==> src/rtl/frc_pkg.sv <==
// Shared constants, side-band struct and component alignment for the
// Fresnel reflectance pipeline. No dependencies.
package frc_pkg;

  localparam int COMP_W      = 16;
  localparam int IDX_W       = 16;
  localparam int AC_W        = 33;
  localparam int TDATA_W     = ((8 * COMP_W + IDX_W + 7) / 8) * 8;

  localparam int RAD_W       = 58;
  localparam int SQ_REM_W    = 31;
  localparam int ROOT_W      = 29;
  localparam int SQ_STEPS    = 29;

  localparam int DIV_W       = 50;
  localparam int QUO_W       = 31;
  localparam int FEED_W      = 31;
  localparam int SINT_STEPS  = 28;
  localparam int RATIO_STEPS = 30;

  localparam logic [IDX_W-1:0] ONE_Q12 = 16'd4096;
  localparam logic [16:0]      ONE_Q15 = 17'd32768;
  localparam logic [56:0]      ONE_Q56 = 57'h100_0000_0000_0000;
  localparam logic [62:0]      HALF_Q46 = 63'h0000_2000_0000_0000;

  typedef struct packed {
    logic             tir;
    logic             zero;
    logic [IDX_W-1:0] etai;
    logic [IDX_W-1:0] etat;
    logic [AC_W-1:0]  ac;
  } side_t;

  function automatic logic signed [15:0] comp_q14(input logic [COMP_W-1:0] raw);
    logic [31:0] w;
    w = 32'(raw) << (32 - COMP_W);
    return w[31:16];
  endfunction

endpackage

==> src/rtl/frc_sqrt_cell.sv <==
// One restoring square-root step: two radicand bits in, one root bit out.
// Depends on frc_pkg.
module frc_sqrt_cell (
  input  logic                         clk,
  input  logic                         rst_n,
  input  logic                         en,
  input  logic                         vld_i,
  input  logic [frc_pkg::RAD_W-1:0]    rad_i,
  input  logic [frc_pkg::SQ_REM_W-1:0] rem_i,
  input  logic [frc_pkg::ROOT_W-1:0]   root_i,
  input  frc_pkg::side_t               side_i,
  output logic                         vld_o,
  output logic [frc_pkg::RAD_W-1:0]    rad_o,
  output logic [frc_pkg::SQ_REM_W-1:0] rem_o,
  output logic [frc_pkg::ROOT_W-1:0]   root_o,
  output frc_pkg::side_t               side_o
);
  import frc_pkg::*;

  logic                  vld_r;
  logic [RAD_W-1:0]      rad_r, rad_nxt;
  logic [SQ_REM_W-1:0]   rem_r, rem_nxt;
  logic [ROOT_W-1:0]     root_r, root_nxt;
  side_t                 side_r;
  logic [SQ_REM_W+1:0]   rem2, trial, diff;
  logic                  ge;

  always_comb begin
    rem2     = {rem_i, rad_i[RAD_W-1 -: 2]};
    trial    = (SQ_REM_W+2)'({root_i, 2'b01});
    ge       = rem2 >= trial;
    diff     = rem2 - trial;
    rem_nxt  = ge ? diff[SQ_REM_W-1:0] : rem2[SQ_REM_W-1:0];
    root_nxt = {root_i[ROOT_W-2:0], ge};
    rad_nxt  = {rad_i[RAD_W-3:0], 2'b00};
  end

  always_ff @(posedge clk) begin
    if (!rst_n) begin
      vld_r <= 1'b0;
    end else if (en) begin
      vld_r <= vld_i;
    end
  end

  always_ff @(posedge clk) begin
    if (en) begin
      rad_r  <= rad_nxt;
      rem_r  <= rem_nxt;
      root_r <= root_nxt;
      side_r <= side_i;
    end
  end

  assign vld_o  = vld_r;
  assign rad_o  = rad_r;
  assign rem_o  = rem_r;
  assign root_o = root_r;
  assign side_o = side_r;

endmodule

==> config.mk <==
export PLATFORM = sky130hd
export DESIGN_NAME = frc_sqrt_cell
export DESIGN_NICKNAME = d
export VERILOG_FILES = /design/src/rtl/frc_pkg.sv /design/src/rtl/frc_sqrt_cell.sv
export SDC_FILE = /design/constraint.sdc
export NUM_CORES = 1
export LEC_CHECK = 0
export ABC_AREA = 1
export BUFFER_PORTS_ARGS = -buffer_cell sky130_fd_sc_hd__buf_2
export CAP_MARGIN = 20
export CORE_AREA = 2 2 144 146
export CTS_CLUSTER_SIZE = 20
export DETAILED_ROUTE_END_ITERATION = 8
export DIE_AREA = 0 0 146 148
export HOLD_SLACK_MARGIN = 0.08
export PLACE_DENSITY = 0.74
export SLEW_MARGIN = 25
export SYNTH_ARGS = -nofsm -noshare
export SYNTH_HDL_FRONTEND = slang
export SYNTH_SLANG_ARGS = --single-unit
==> constraint.sdc <==
create_clock -name clk -period 1.5 [get_ports clk]
set_input_delay 0.075 -clock clk [delete_from_list [all_inputs] [get_ports clk]]
set_output_delay 0.075 -clock clk [all_outputs]
set_load 0.02 [all_outputs]
==> run metrics <==
largest net degree at the start of global routing=39; critical path data required time=1.69 ns; crit path DAT=1.66 ns; CP max FO=30; setup violators final=0; H-Tree Level Count=4; WL final=30,100 µm; Syn Area/Cell=10.4 µm²; Ports=375; most used flip-flop cell after synthesis=edfxtp_1; All-Layer GR Usage=27.4%; number of enable flip-flop cells after synthesis=183; TritonRoute pass-1 iters=5; RSZ-0062 raised after global routing=true; Clock Path Buffers=2; total gr overflow=0; top cells by count, synth=nand2_1, edfxtp_1, inv_1, nand3_1, nor2_1; Root Buffer=clkbuf_16; Placement Cell Area=0.0116 mm²; worst r2r src=vld_o$_SDFFE_PN0P_; Avg WL per Cell=17.3 µm; post-synth top area cell=edfxtp_1; die height=148 µm; multi-input logic area=0.00277 mm²; fin crit period=1.47 ns; sequential share of the synthesized area=65.3%; Setup crit start=root_i[17]; initial antenna violation count=3; Layout area overhead=68.0%; Final Skew=0 ns; crit path to=rem_o[11]$_DFFE_PP_; Synth Cell Area=0.00845 mm²; flip-flop and latch area=0.00552 mm²; chip width=146 µm; Cell Rows=52; f_max=678 MHz; Final Instance Area=0.0142 mm²; Initial Util=42.2%; clock insertion delay at the later pin of the skew report=0.43 ns; worst hold path type=in2reg; cts bufs inserted=17; Critical Path Source Type=primary input; Power, Total=14.3 mW; Final nets=1,682; core area=0.0200 mm²; clock-pin slew on the worst setup and hold paths=0.08 ns; number of port buffers=372; reg-to-reg setup timing slack=0.29 ns; leak pwr=6.86 nW; GP Congestion=0.915; drt drc=0; vias per cell=4.66; crit end category=flip-flop; vias in the first global route=8,348; library cells used by synthesis=27; Synth warnings=0; status=completed; max_cap viols=0; Synth area leaders=edfxtp_1, nand2_1, inv_1, ha_1, nand3_1; first-pass GRT wire length=45,000 µm; hpwl dp=20,000 µm; full die area=0.0216 mm²; area share of the largest cell type after synthesis=65.1%; Post-Syn Instances=809; CTS tree=yes; ys async rst share=0%; Cell Pwr Density=1010 mW/mm²; fillers=1,497; Worst VDD drop=0.779 mV; Hold Vio Cnt, Final=0; DR vias=8,139; share of layout cells above drive strength 1=38.3%; number of synthesized register bits=184; cell with the most instances after synthesis=nand2_1; reg2reg path depth=3; CTS Sinks=184; fin crit share=98.3%; critical path class=in2reg; number of routed nets with antenna violations=0; DR iter-0 viols=458; Max Slew Vio Count=0; r2r endpoint=vld_o$_SDFFE_PN0P_
[cell type report]
cell class                 instances  area share [%]
clock buffer                      17            3.00
sequential                       184            38.9
inverter                         140            3.84
clock inverter                    14            1.08
antenna                            1          0.0176
timing repair buffer             642            31.3
tap                              270            2.38
multi-input combinational        477            19.6
[per-stage QoR]
stage | utilization, % | hold slack [ns] | TNS, ns | instances | setup WS, ns
6_report | 70.8 | 0.160 | 0 | 1745 | 0.0259
5_1_grt | 70.8 | 0.150 | -0.260 | 1745 | -0.0375
4_1_cts | 70.2 | 0.141 | 0 | 1742 | 0.0331
3_5_place_dp | 57.9 | 0.253 | -15.39 | 1527 | -0.519
3_3_place_gp | 57.9 | 0.251 | -14.09 | 1527 | -0.453
2_1_floorplan | - | 0.168 | -2.83 | 810 | -0.0975
[per-layer routing]
metal | track usage [%] | vias to the layer above | wire length (µm)
met4 | 10.7 | 4 | 1090
met1 | 31.4 | 3797 | 11600
li1 | - | 3918 | -
met3 | 6.79 | 80 | 2040
met5 | 0 | - | 22
met2 | 49.5 | 340 | 15400
[cell families after synthesis]
| kind of cell | synth area share [%] |
|---|---|
| other | 0.0444 |
| adders and majority gates | 4.59 |
| and+or+nand+nor | 19.7 |
| AOI/OAI and AO/OA | 1.60 |
| xor gates and xnor gates | 1.45 |
| buffers and inverters | 7.27 |
| DFF | 65.3 |
[sequential cells by signal (all words and copies together), names as in the netlist]
| name | count |
|---|---|
| vld_o | 1 |
| side_o | 67 |
| rad_o | 56 |
| root_o | 29 |
| rem_o | 31 |
[power breakdown]
group | total (mW) | internal (mW) | switching (mW) | leakage, nW
sequential | 6.34 | 6.20 | 0.138 | 1.80
combinational | 3.55 | 1.52 | 2.03 | 4.78
clock | 4.44 | 2.23 | 2.20 | 0.283
total | 14.3 | 9.95 | 4.38 | 6.86
[cells in the final DEF, fill, tap and decap left out, types with 4 or more instances in the layout]
cell           count
nor2_1            24
o21ai_0            4
a21oi_1           19
ha_4              24
dlygate4sd3_1    183
ha_1               7
nand2_1          283
and2_1             9
inv_1            137
edfxtp_1         183
buf_2            370
xor2_1            13
clkbuf_16         17
nor3_2             4
buf_12             6
nand3b_1           8
nand3_1           27
nand2_2           17
nor2_2            10
inv_8              8
buf_4             81
nand3_2           12
[worst min path at each step]
stage                from                   end  cells after the start
6_report               en  root_o[28]$_DFFE_PP_                      2
5_1_grt                en  root_o[28]$_DFFE_PP_                      2
4_1_cts         rad_i[56]    rem_o[0]$_DFFE_PP_                      5
3_5_place_dp   side_i[28]  side_o[28]$_DFFE_PP_                      1
3_3_place_gp   side_i[48]  side_o[48]$_DFFE_PP_                      1
2_1_floorplan          en    vld_o$_SDFFE_PN0P_                      1
[critical path, stage by stage]
cell	delay (ns)
buf_2	0.10
inv_1	0.04
ha_1	0.33
nand2_1	0.10
nor2_2	0.14
nand2_2	0.10
nor2_2	0.13
nand2_1	0.09
nand3_1	0.09
nor2_2	0.05
nand2_4	0.12
inv_8	0.11
nand2_1	0.12
nand2_1	0.07
[repair_timing]
| item | 4_1_cts | 5_1_grt |
|---|---|---|
| hold buffers | 184 | 0 |
| setup buffers | 0 | 2 |
| endpoints found under the hold margin | 205 | 0 |
| pin swaps | 0 | 2 |
| endpoints found under the setup margin | 30 | 31 |
| resized for setup | 5 | 27 |
No activity file was read; power rests on OpenSTA's default activity.
