### src/rtl/frc_pkg.sv
// Shared constants, side-band struct and component alignment for the
// Fresnel reflectance pipeline. No dependencies.
package frc_pkg;

  localparam int COMP_W      = 16;
  localparam int IDX_W       = 16;
  localparam int AC_W        = 33;
  localparam int TDATA_W     = ((8 * COMP_W + IDX_W + 7) / 8) * 8;

  localparam int RAD_W       = 58;
  localparam int SQ_REM_W    = 31;
  localparam int ROOT_W      = 29;
  localparam int SQ_STEPS    = 29;

  localparam int DIV_W       = 50;
  localparam int QUO_W       = 31;
  localparam int FEED_W      = 31;
  localparam int SINT_STEPS  = 28;
  localparam int RATIO_STEPS = 30;

  localparam logic [IDX_W-1:0] ONE_Q12 = 16'd4096;
  localparam logic [16:0]      ONE_Q15 = 17'd32768;
  localparam logic [56:0]      ONE_Q56 = 57'h100_0000_0000_0000;
  localparam logic [62:0]      HALF_Q46 = 63'h0000_2000_0000_0000;

  typedef struct packed {
    logic             tir;
    logic             zero;
    logic [IDX_W-1:0] etai;
    logic [IDX_W-1:0] etat;
    logic [AC_W-1:0]  ac;
  } side_t;

  function automatic logic signed [15:0] comp_q14(input logic [COMP_W-1:0] raw);
    logic [31:0] w;
    w = 32'(raw) << (32 - COMP_W);
    return w[31:16];
  endfunction

endpackage

### src/rtl/frc_div_cell.sv
// One restoring division step: one dividend bit in, one quotient bit out.
// Depends on frc_pkg.
module frc_div_cell (
  input  logic                       clk,
  input  logic                       rst_n,
  input  logic                       en,
  input  logic                       vld_i,
  input  logic [frc_pkg::DIV_W-1:0]  rem_i,
  input  logic [frc_pkg::DIV_W-1:0]  den_i,
  input  logic [frc_pkg::FEED_W-1:0] feed_i,
  input  logic [frc_pkg::QUO_W-1:0]  quo_i,
  input  frc_pkg::side_t             side_i,
  output logic                       vld_o,
  output logic [frc_pkg::DIV_W-1:0]  rem_o,
  output logic [frc_pkg::DIV_W-1:0]  den_o,
  output logic [frc_pkg::FEED_W-1:0] feed_o,
  output logic [frc_pkg::QUO_W-1:0]  quo_o,
  output frc_pkg::side_t             side_o
);
  import frc_pkg::*;

  logic               vld_r;
  logic [DIV_W-1:0]   rem_r, rem_nxt, den_r;
  logic [FEED_W-1:0]  feed_r, feed_nxt;
  logic [QUO_W-1:0]   quo_r, quo_nxt;
  side_t              side_r;
  logic [DIV_W:0]     rem2, diff;
  logic               ge;

  always_comb begin
    rem2     = {rem_i, feed_i[FEED_W-1]};
    ge       = rem2 >= {1'b0, den_i};
    diff     = rem2 - {1'b0, den_i};
    rem_nxt  = ge ? diff[DIV_W-1:0] : rem2[DIV_W-1:0];
    quo_nxt  = {quo_i[QUO_W-2:0], ge};
    feed_nxt = {feed_i[FEED_W-2:0], 1'b0};
  end

  always_ff @(posedge clk) begin
    if (!rst_n) begin
      vld_r <= 1'b0;
    end else if (en) begin
      vld_r <= vld_i;
    end
  end

  always_ff @(posedge clk) begin
    if (en) begin
      rem_r  <= rem_nxt;
      den_r  <= den_i;
      feed_r <= feed_nxt;
      quo_r  <= quo_nxt;
      side_r <= side_i;
    end
  end

  assign vld_o  = vld_r;
  assign rem_o  = rem_r;
  assign den_o  = den_r;
  assign feed_o = feed_r;
  assign quo_o  = quo_r;
  assign side_o = side_r;

endmodule

### config.mk
export PLATFORM = sky130hd
export DESIGN_NAME = frc_div_cell
export DESIGN_NICKNAME = d
export VERILOG_FILES = /design/src/rtl/frc_pkg.sv /design/src/rtl/frc_div_cell.sv
export SDC_FILE = /design/constraint.sdc
export NUM_CORES = 1
export LEC_CHECK = 0
export BUFFER_PORTS_ARGS = -buffer_cell sky130_fd_sc_hd__buf_2
export CAP_MARGIN = 0
export CORE_AREA = 2 2 182 184
export DETAILED_ROUTE_END_ITERATION = 8
export DIE_AREA = 0 0 184 186
export GPL_TIMING_DRIVEN = 0
export PLACE_DENSITY_LB_ADDON = 0.15
export SKIP_CTS_REPAIR_TIMING = 1
export SLEW_MARGIN = 15
export SYNTH_ARGS = -nofsm -noshare
export SYNTH_HDL_FRONTEND = slang
export SYNTH_SLANG_ARGS = --single-unit
### constraint.sdc
create_clock -name clk -period 4.39 [get_ports clk]
set_input_delay 0.439 -clock clk [delete_from_list [all_inputs] [get_ports clk]]
set_output_delay 0.439 -clock clk [all_outputs]
set_load 0.02 [all_outputs]
==> results of run 1 <==
[worst paths after layout]
check                           startpoint         end  slack (ps)  cells after the start
worst max-delay path             den_i[30]   rem_o[30]        1020                     16
worst min-delay path            side_i[59]  side_o[59]          70                      1
worst max register to register       vld_o       vld_o        3800                      2
worst min register to register       vld_o       vld_o         530                      2
[cells by family (layout without fill, tap and decap cells)]
kind of cell,after synthesis,count (layout),synth area share [%]
XOR/XNOR,43,43,3.52
buffers and inverters,98,609,4.02
other,1,6,0.0350
adder cells (fa/ha/maj),51,51,6.03
AND/OR/NAND/NOR,193,193,8.53
multiplexers,14,14,1.83
flip-flops,229,229,64.1
AO/OA/AOI/OAI,204,204,11.9
[per-stage QoR]
| step | hold WS, ps | setup WS (ps) | util [%] | setup TNS, ps | power [mW] |
|---|---|---|---|---|---|
| after floorplan | 538 | 1120 | - | 0 | 3.53 |
| after global placement | 501 | -394 | 42.0 | -68640 | 4.05 |
| after detailed placement | 516 | 458 | 42.2 | 0 | 4.05 |
| after CTS | 36.9 | 1020 | 44.9 | 0 | 6.28 |
| after global routing | 44.6 | 796 | 44.9 | 0 | 6.48 |
| final | 70.5 | 1020 | 44.9 | 0 | 6.19 |
[worst reg2reg max path: cells and delay by family, from the launching register on]
family           cells  cell delay (ps)
and+or+nand+nor      1               60
DFF                  1              310
muxes                1              120
[registers in the layout, indices dropped and copies added (netlist names)]
name,count
side_o,67
vld_o,1
feed_o,30
quo_o,31
den_o,50
rem_o,50
[per-layer routing]
metal / global-route usage [%] / vias to the layer above / part of all wire [%]
met5: 0 / - / 0.21
met4: 3.71 / 10 / 1.5
met3: 6.81 / 56 / 9.5
met2: 31.7 / 296 / 49
met1: 21.7 / 3881 / 40
li1: - / 4086 / -
[power by group]
part	switching [mW]	internal, mW	leakage [nW]
clock	0.888	1.30	0.425
sequential	0.0436	2.66	2.24
combinational	0.823	0.475	3.71
total	1.75	4.44	6.38
[cells in the mapped netlist, types with 4 or more instances]
cell type    n  area, um2
edfxtp_1   228       6850
a21oi_1     91        455
nor2_1      66        248
inv_1       62        233
ha_1        50        626
nand2_1     46        173
o21ai_0     29        145
xnor2_1     28        245
a21o_1      19        143
clkbuf_1    19       71.3
nand4_1     18        113
xor2_1      15        131
nor3_1      14       70.1
mux2_4      11        165
nand3_1     11       55.1
o21bai_1    10       75.1
o21a_1       8       60.1
buf_2        7       35.0
buf_6        6       67.6
nor2b_1      6       37.5
o211ai_1     6       45.0
a31oi_1      5       31.3
nand2b_1     5       31.3
and2_1       4       25.0
and3_1       4       25.0
nor4_1       4       25.0
[area by class of cell]
class                   instances  area, um2
clock buffers                  33        698
plain buffers                  35        191
clock inverters                16        161
inverters                      63        239
diodes                          5       12.5
repair buffers                462       2370
well taps                     408        510
multi-input cells             506       3420
flip-flops and latches        229       6870
fillers                      3109      17700
==> key figures, run 1 <==
Synthesis
  • Yosys warning total: 0
  • Post-Syn Instances: 833
  • Yosys reg bits: 229
  • Cell variety after synth: 67
  • Ys async rst share: 0%
  • Post-Syn Area: 10700 um2
  • Register area share after synthesis: 64.1%
  • Avg Cell Area, Syn: 12.9 um2
  • Post-synth EDFFs: 228
  • Synth Flop Type: edfxtp_1
  • Net Count, Synth: 1117

Global route
  • Vias in the first global route: 8078
  • Global route overflow: 0
  • Antenna violations before repair: 9
  • Global-route wire length before repair: 47400 um
  • Total track usage: 18.2%
  • Largest net degree at the start of global routing: 107

Final layout
  • Area Overhead vs Synth: 35.0%
  • Final Non-Filler Cells: 1757
  • Most frequent cells in the layout: 466 x buf_2, 228 x edfxtp_1, 91 x a21oi_1
  • Nets: 1608
  • Commonest non-fill, non-tap cell in the layout: buf_2
  • Layout cell share with drive strength beyond 1: 40.1%
  • Final Cell Area: 14500 um2

Critical path
  • Startpoint Class: input pin
  • CP max-delay cell: a2111o_1
  • Worst path bufs/invs: 6
  • Worst Path Max Fanout: 10
  • WS Path Type: input pin to flop
  • Max incr delay on CP: 390 ps
  • Critical Path AT: 3650 ps
  • Critical path's top delay family: compound AO/OA/AOI/OAI gates
  • Critical Path Sink Type: flop
  • Worst EP required: 4670 ps
  • Critical-path cell list: buf_2, inv_1, ha_1, a21oi_1, o21ai_0, or2_0, a2111o_1, a221o_1, o2111ai_2, and2_1, buf_6, inv_4, buf_6, buf_2, nor2_1, a21oi_1

Clock network
  • Worst-case clock buffer depth: 3
  • H-tree level count: 1
  • Clk sinks: 229
  • Clk slew on worst S/H paths: 60 ps
  • Root Driver: clkbuf_16
  • CTS tree: done
  • Clock Latency Late Sink: 530 ps
  • Number of buffers created by CTS: 27

Timing
  • Min cycle time layout: 3370 ps
  • Fmax: 0.297 GHz
  • Relative slew slack: 60.3%
  • Finish-stage setup viols: 0
  • Pins over their slew limit: 0
  • Clk_skew: 0 ps
  • RSZ-0062 raised after global routing: no
  • Tcrit/Tclk final: 76.8%
  • Least-Margin Pin Slew: 589 ps
  • Final hold vios: 0

Floorplan
  • Top Ports: 463
  • Width of the die: 184 um
  • Die area: 34200 um2
  • Core Box Area: 32200 um2
  • Die H: 186 um
  • Std-Cell Rows: 66
  • Starting Density: 33.3%

Run status
  • Status: completed

Power and ir drop
  • VDD IR max: 427 uV
  • Leakage: 6.38 nW
  • Power per cell area: 428 nW/um2

Job
  • Max Cap Violations: 0

Routing
  • Residual DRC: 0
  • First-pass DRT Iterations: 5
  • Vias: 8329
  • Wire length per cell: 19.0 um
  • Vias per inst: 4.74
  • DRT antenna net count: 0
  • DR iter-0 viols: 369
  • Routed Wire Length: 33400 um

Placed design
  • Cell Area, Placed: 13600 um2
  • Inst Count DP: 1703
  • RePlAce Congestion: 0.823
  • Post-DP HPWL: 26500 um
  • IO buf count: 460

Min path
  • Min-delay worst type: input pin to flop
(Power assumes the default switching activity.)
==> run 2, diff against run 1 <==
--- a/config.mk
+++ b/config.mk
@@ -7,9 +7,9 @@
 export LEC_CHECK = 0
 export BUFFER_PORTS_ARGS = -buffer_cell sky130_fd_sc_hd__buf_2
 export CAP_MARGIN = 0
-export CORE_AREA = 2 2 182 184
+export CORE_AREA = 2 2 181 183
 export DETAILED_ROUTE_END_ITERATION = 8
-export DIE_AREA = 0 0 184 186
+export DIE_AREA = 0 0 183 185
 export GPL_TIMING_DRIVEN = 0
 export PLACE_DENSITY_LB_ADDON = 0.15
 export SKIP_CTS_REPAIR_TIMING = 1
==> constraint.sdc (replaced) <==
create_clock -name clk -period 2.8 [get_ports clk]
set_input_delay 0.28 -clock clk [delete_from_list [all_inputs] [get_ports clk]]
set_output_delay 0.28 -clock clk [all_outputs]
set_load 0.02 [all_outputs]
==> run 2 against run 1 <==
Compared with the run above:
- non-clock buffer count grew 191
- sequential cell count is the same
- register-to-register slack lost 1600 ps
- critical endpoint is now rem_o[1]
- critical path type unchanged
==> key figures, run 2 (synthesis results as in run 1) <==
Timing
  • Least-Margin Pin Slew: 632 ps (+43.1 ps)
  • Fmax: 0.364 GHz
  • WHS: 46.8 ps (-23.6 ps)
  • Relative slew slack: 57.5% (-2.8 points)
  • Finish-stage setup viols: 0 (unchanged)
  • Final hold vios: 0 (unchanged)
  • Min cycle time layout: 2750 ps
  • RSZ-0062 raised after global routing: yes
  • Pins over their slew limit: 0 (unchanged)
  • Final worst slack: 52.5 ps (-966 ps)
  • Tcrit/Tclk final: 98.1%
  • Clk_skew: 0 ps (unchanged)

Final layout
  • Commonest non-fill, non-tap cell in the layout: buf_2
  • Final Non-Filler Cells: 1948 (+11%)
  • Max reg flops: 67 (unchanged)
  • Nets: 1799 (+12%)
  • Area Overhead vs Synth: 58.0%
  • Layout cell share with drive strength beyond 1: 41.9% (+1.8 points)
  • Final Cell Area: 16900 um2 (+17%)
  • Most frequent cells in the layout: 458 x buf_2, 228 x edfxtp_1, 178 x dlygate4sd3_1

Power and ir drop
  • VDD IR max: 463 uV (+8.6%)
  • Pwr Total: 9.98 mW (+61%)
  • Power per cell area: 589 nW/um2 (+38%)
  • Leakage: 7.29 nW (+14%)

Floorplan
  • Core Box Area: 32000 um2 (-0.51%)
  • Width of the die: 183 um (-0.54%)
  • Die area: 33900 um2 (-1.1%)
  • Std-Cell Rows: 66 (unchanged)
  • Starting Density: 33.4% (+0.17 points)
  • Top Ports: 463 (unchanged)
  • Die H: 185 um (-0.54%)

Routing
  • Vias per inst: 4.79 (+1.1%)
  • DRT antenna net count: 0 (unchanged)
  • Vias: 9332 (+12%)
  • DR iter-0 viols: 497 (+35%)
  • Wire length per cell: 19.0 um (+0.20%)
  • First-pass DRT Iterations: 4 (-1)
  • Routed Wire Length: 37100 um (+11%)
  • Residual DRC: 0 (unchanged)

Clock network
  • Clk sinks: 229 (unchanged)
  • Number of buffers created by CTS: 27 (unchanged)
  • CTS tree: done
  • Root Driver: clkbuf_16
  • H-tree level count: 1 (unchanged)
  • Clk slew on worst S/H paths: 60 ps (about the same)
  • Worst-case clock buffer depth: 3 (unchanged)
  • Clock Latency Late Sink: 520 ps (about the same)

Placed design
  • Post-DP HPWL: 26800 um (+1.0%)
  • RePlAce Congestion: 0.832 (+1.0%)
  • IO buf count: 460 (unchanged)
  • Cell Area, Placed: 13800 um2 (+1.3%)
  • Inst Count DP: 1703 (unchanged)
  • Dpl ws: -1020 ps (-1480 ps)

Critical path
  • WS Path Type: input pin to flop
  • FF-to-FF path depth: 2 (unchanged)
  • Critical Path AT: 3020 ps (-630 ps)
  • Worst EP required: 3070 ps (-1600 ps)
  • Worst Path Max Fanout: 6 (-4)
  • Max incr delay on CP: 390 ps (about the same)
  • Reg-to-reg endpoint: vld_o
  • Startpoint Class: input pin
  • CP max-delay cell: a2111o_1
  • R2R Path Start: vld_o
  • Critical-path cell list: buf_2, inv_2, ha_4, a21oi_4, o21ai_2, or2_0, a2111o_1, a221o_1, o2111ai_2, and2_4, buf_8, buf_4, buf_4, mux2_2
  • FF-to-FF setup slack: 2190 ps (-1610 ps)
  • Critical Path Sink Type: flop
  • Top cell by count, worst path: buf_4

Global route
  • Largest net degree at the start of global routing: 109 (+1.9%)
  • Global-route wire length before repair: 48800 um (+2.9%)
  • Vias in the first global route: 8199 (+1.5%)
  • Global route overflow: 0 (unchanged)
  • Total track usage: 18.9% (+0.68 points)
  • Antenna violations before repair: 14 (+5)

Job
  • Max Cap Violations: 0 (unchanged)

Min path
  • Min-delay worst type: input pin to flop
  • Hold Path Sink: vld_o
  • Hold path depth: 3 (+2)
  • Hold Path Origin: vld_i

Run status
  • Status: completed
==> run 2: cell type report <==
cell class	count	area, um2
diodes	7	17.5
fillers	2929	15100
clock inverters	17	128
multi-input cells	506	3860
plain buffers	25	241
well taps	408	510
flip-flops and latches	229	6870
clock buffers	30	687
inverters	63	256
repair buffers	663	4360
==> run 2: metal layers <==
metal | track usage [%] | share of wire [%] | vias to the layer above
met4 | 3.90 | 1.7 | 14
met1 | 22.6 | 40 | 4483
met2 | 33.5 | 50 | 300
met3 | 6.04 | 7.8 | 60
met5 | 0 | 0.25 | -
li1 | - | - | 4475
==> run 2: power breakdown <==
group          leakage (nW)  switching (mW)  internal, mW
combinational          4.64            1.41          1.04
clock                 0.402            1.43          1.86
sequential             2.24          0.0779          4.17
total                  7.29            2.92          7.06
==> run 2: critical path, delay by kind of cell <==
kind	cells	cell delay (ps)
mux	1	320
buf+inv	5	490
fa+ha+maj	1	270
compound gates	5	1260
simple gates	2	390
==> run 2: worst max path at each step <==
stage                     startpoint   endpoint  slack [ps]
after detailed placement   den_i[10]  rem_o[34]       -1020
after global placement            en      vld_o       -1880
after global routing       den_i[21]  rem_o[47]         -40
after CTS                  den_i[10]  rem_o[29]        -520
after floorplan            den_i[28]  rem_o[10]        -150
final                      den_i[30]   rem_o[1]          50
==> run 2: stage by stage <==
step	utilization [%]	setup TNS [ps]
final	52.8	0
after global routing	52.8	-211
after CTS	45.5	-20700
after detailed placement	43.0	-47920
after global placement	42.8	-458860
after floorplan	-	-5460
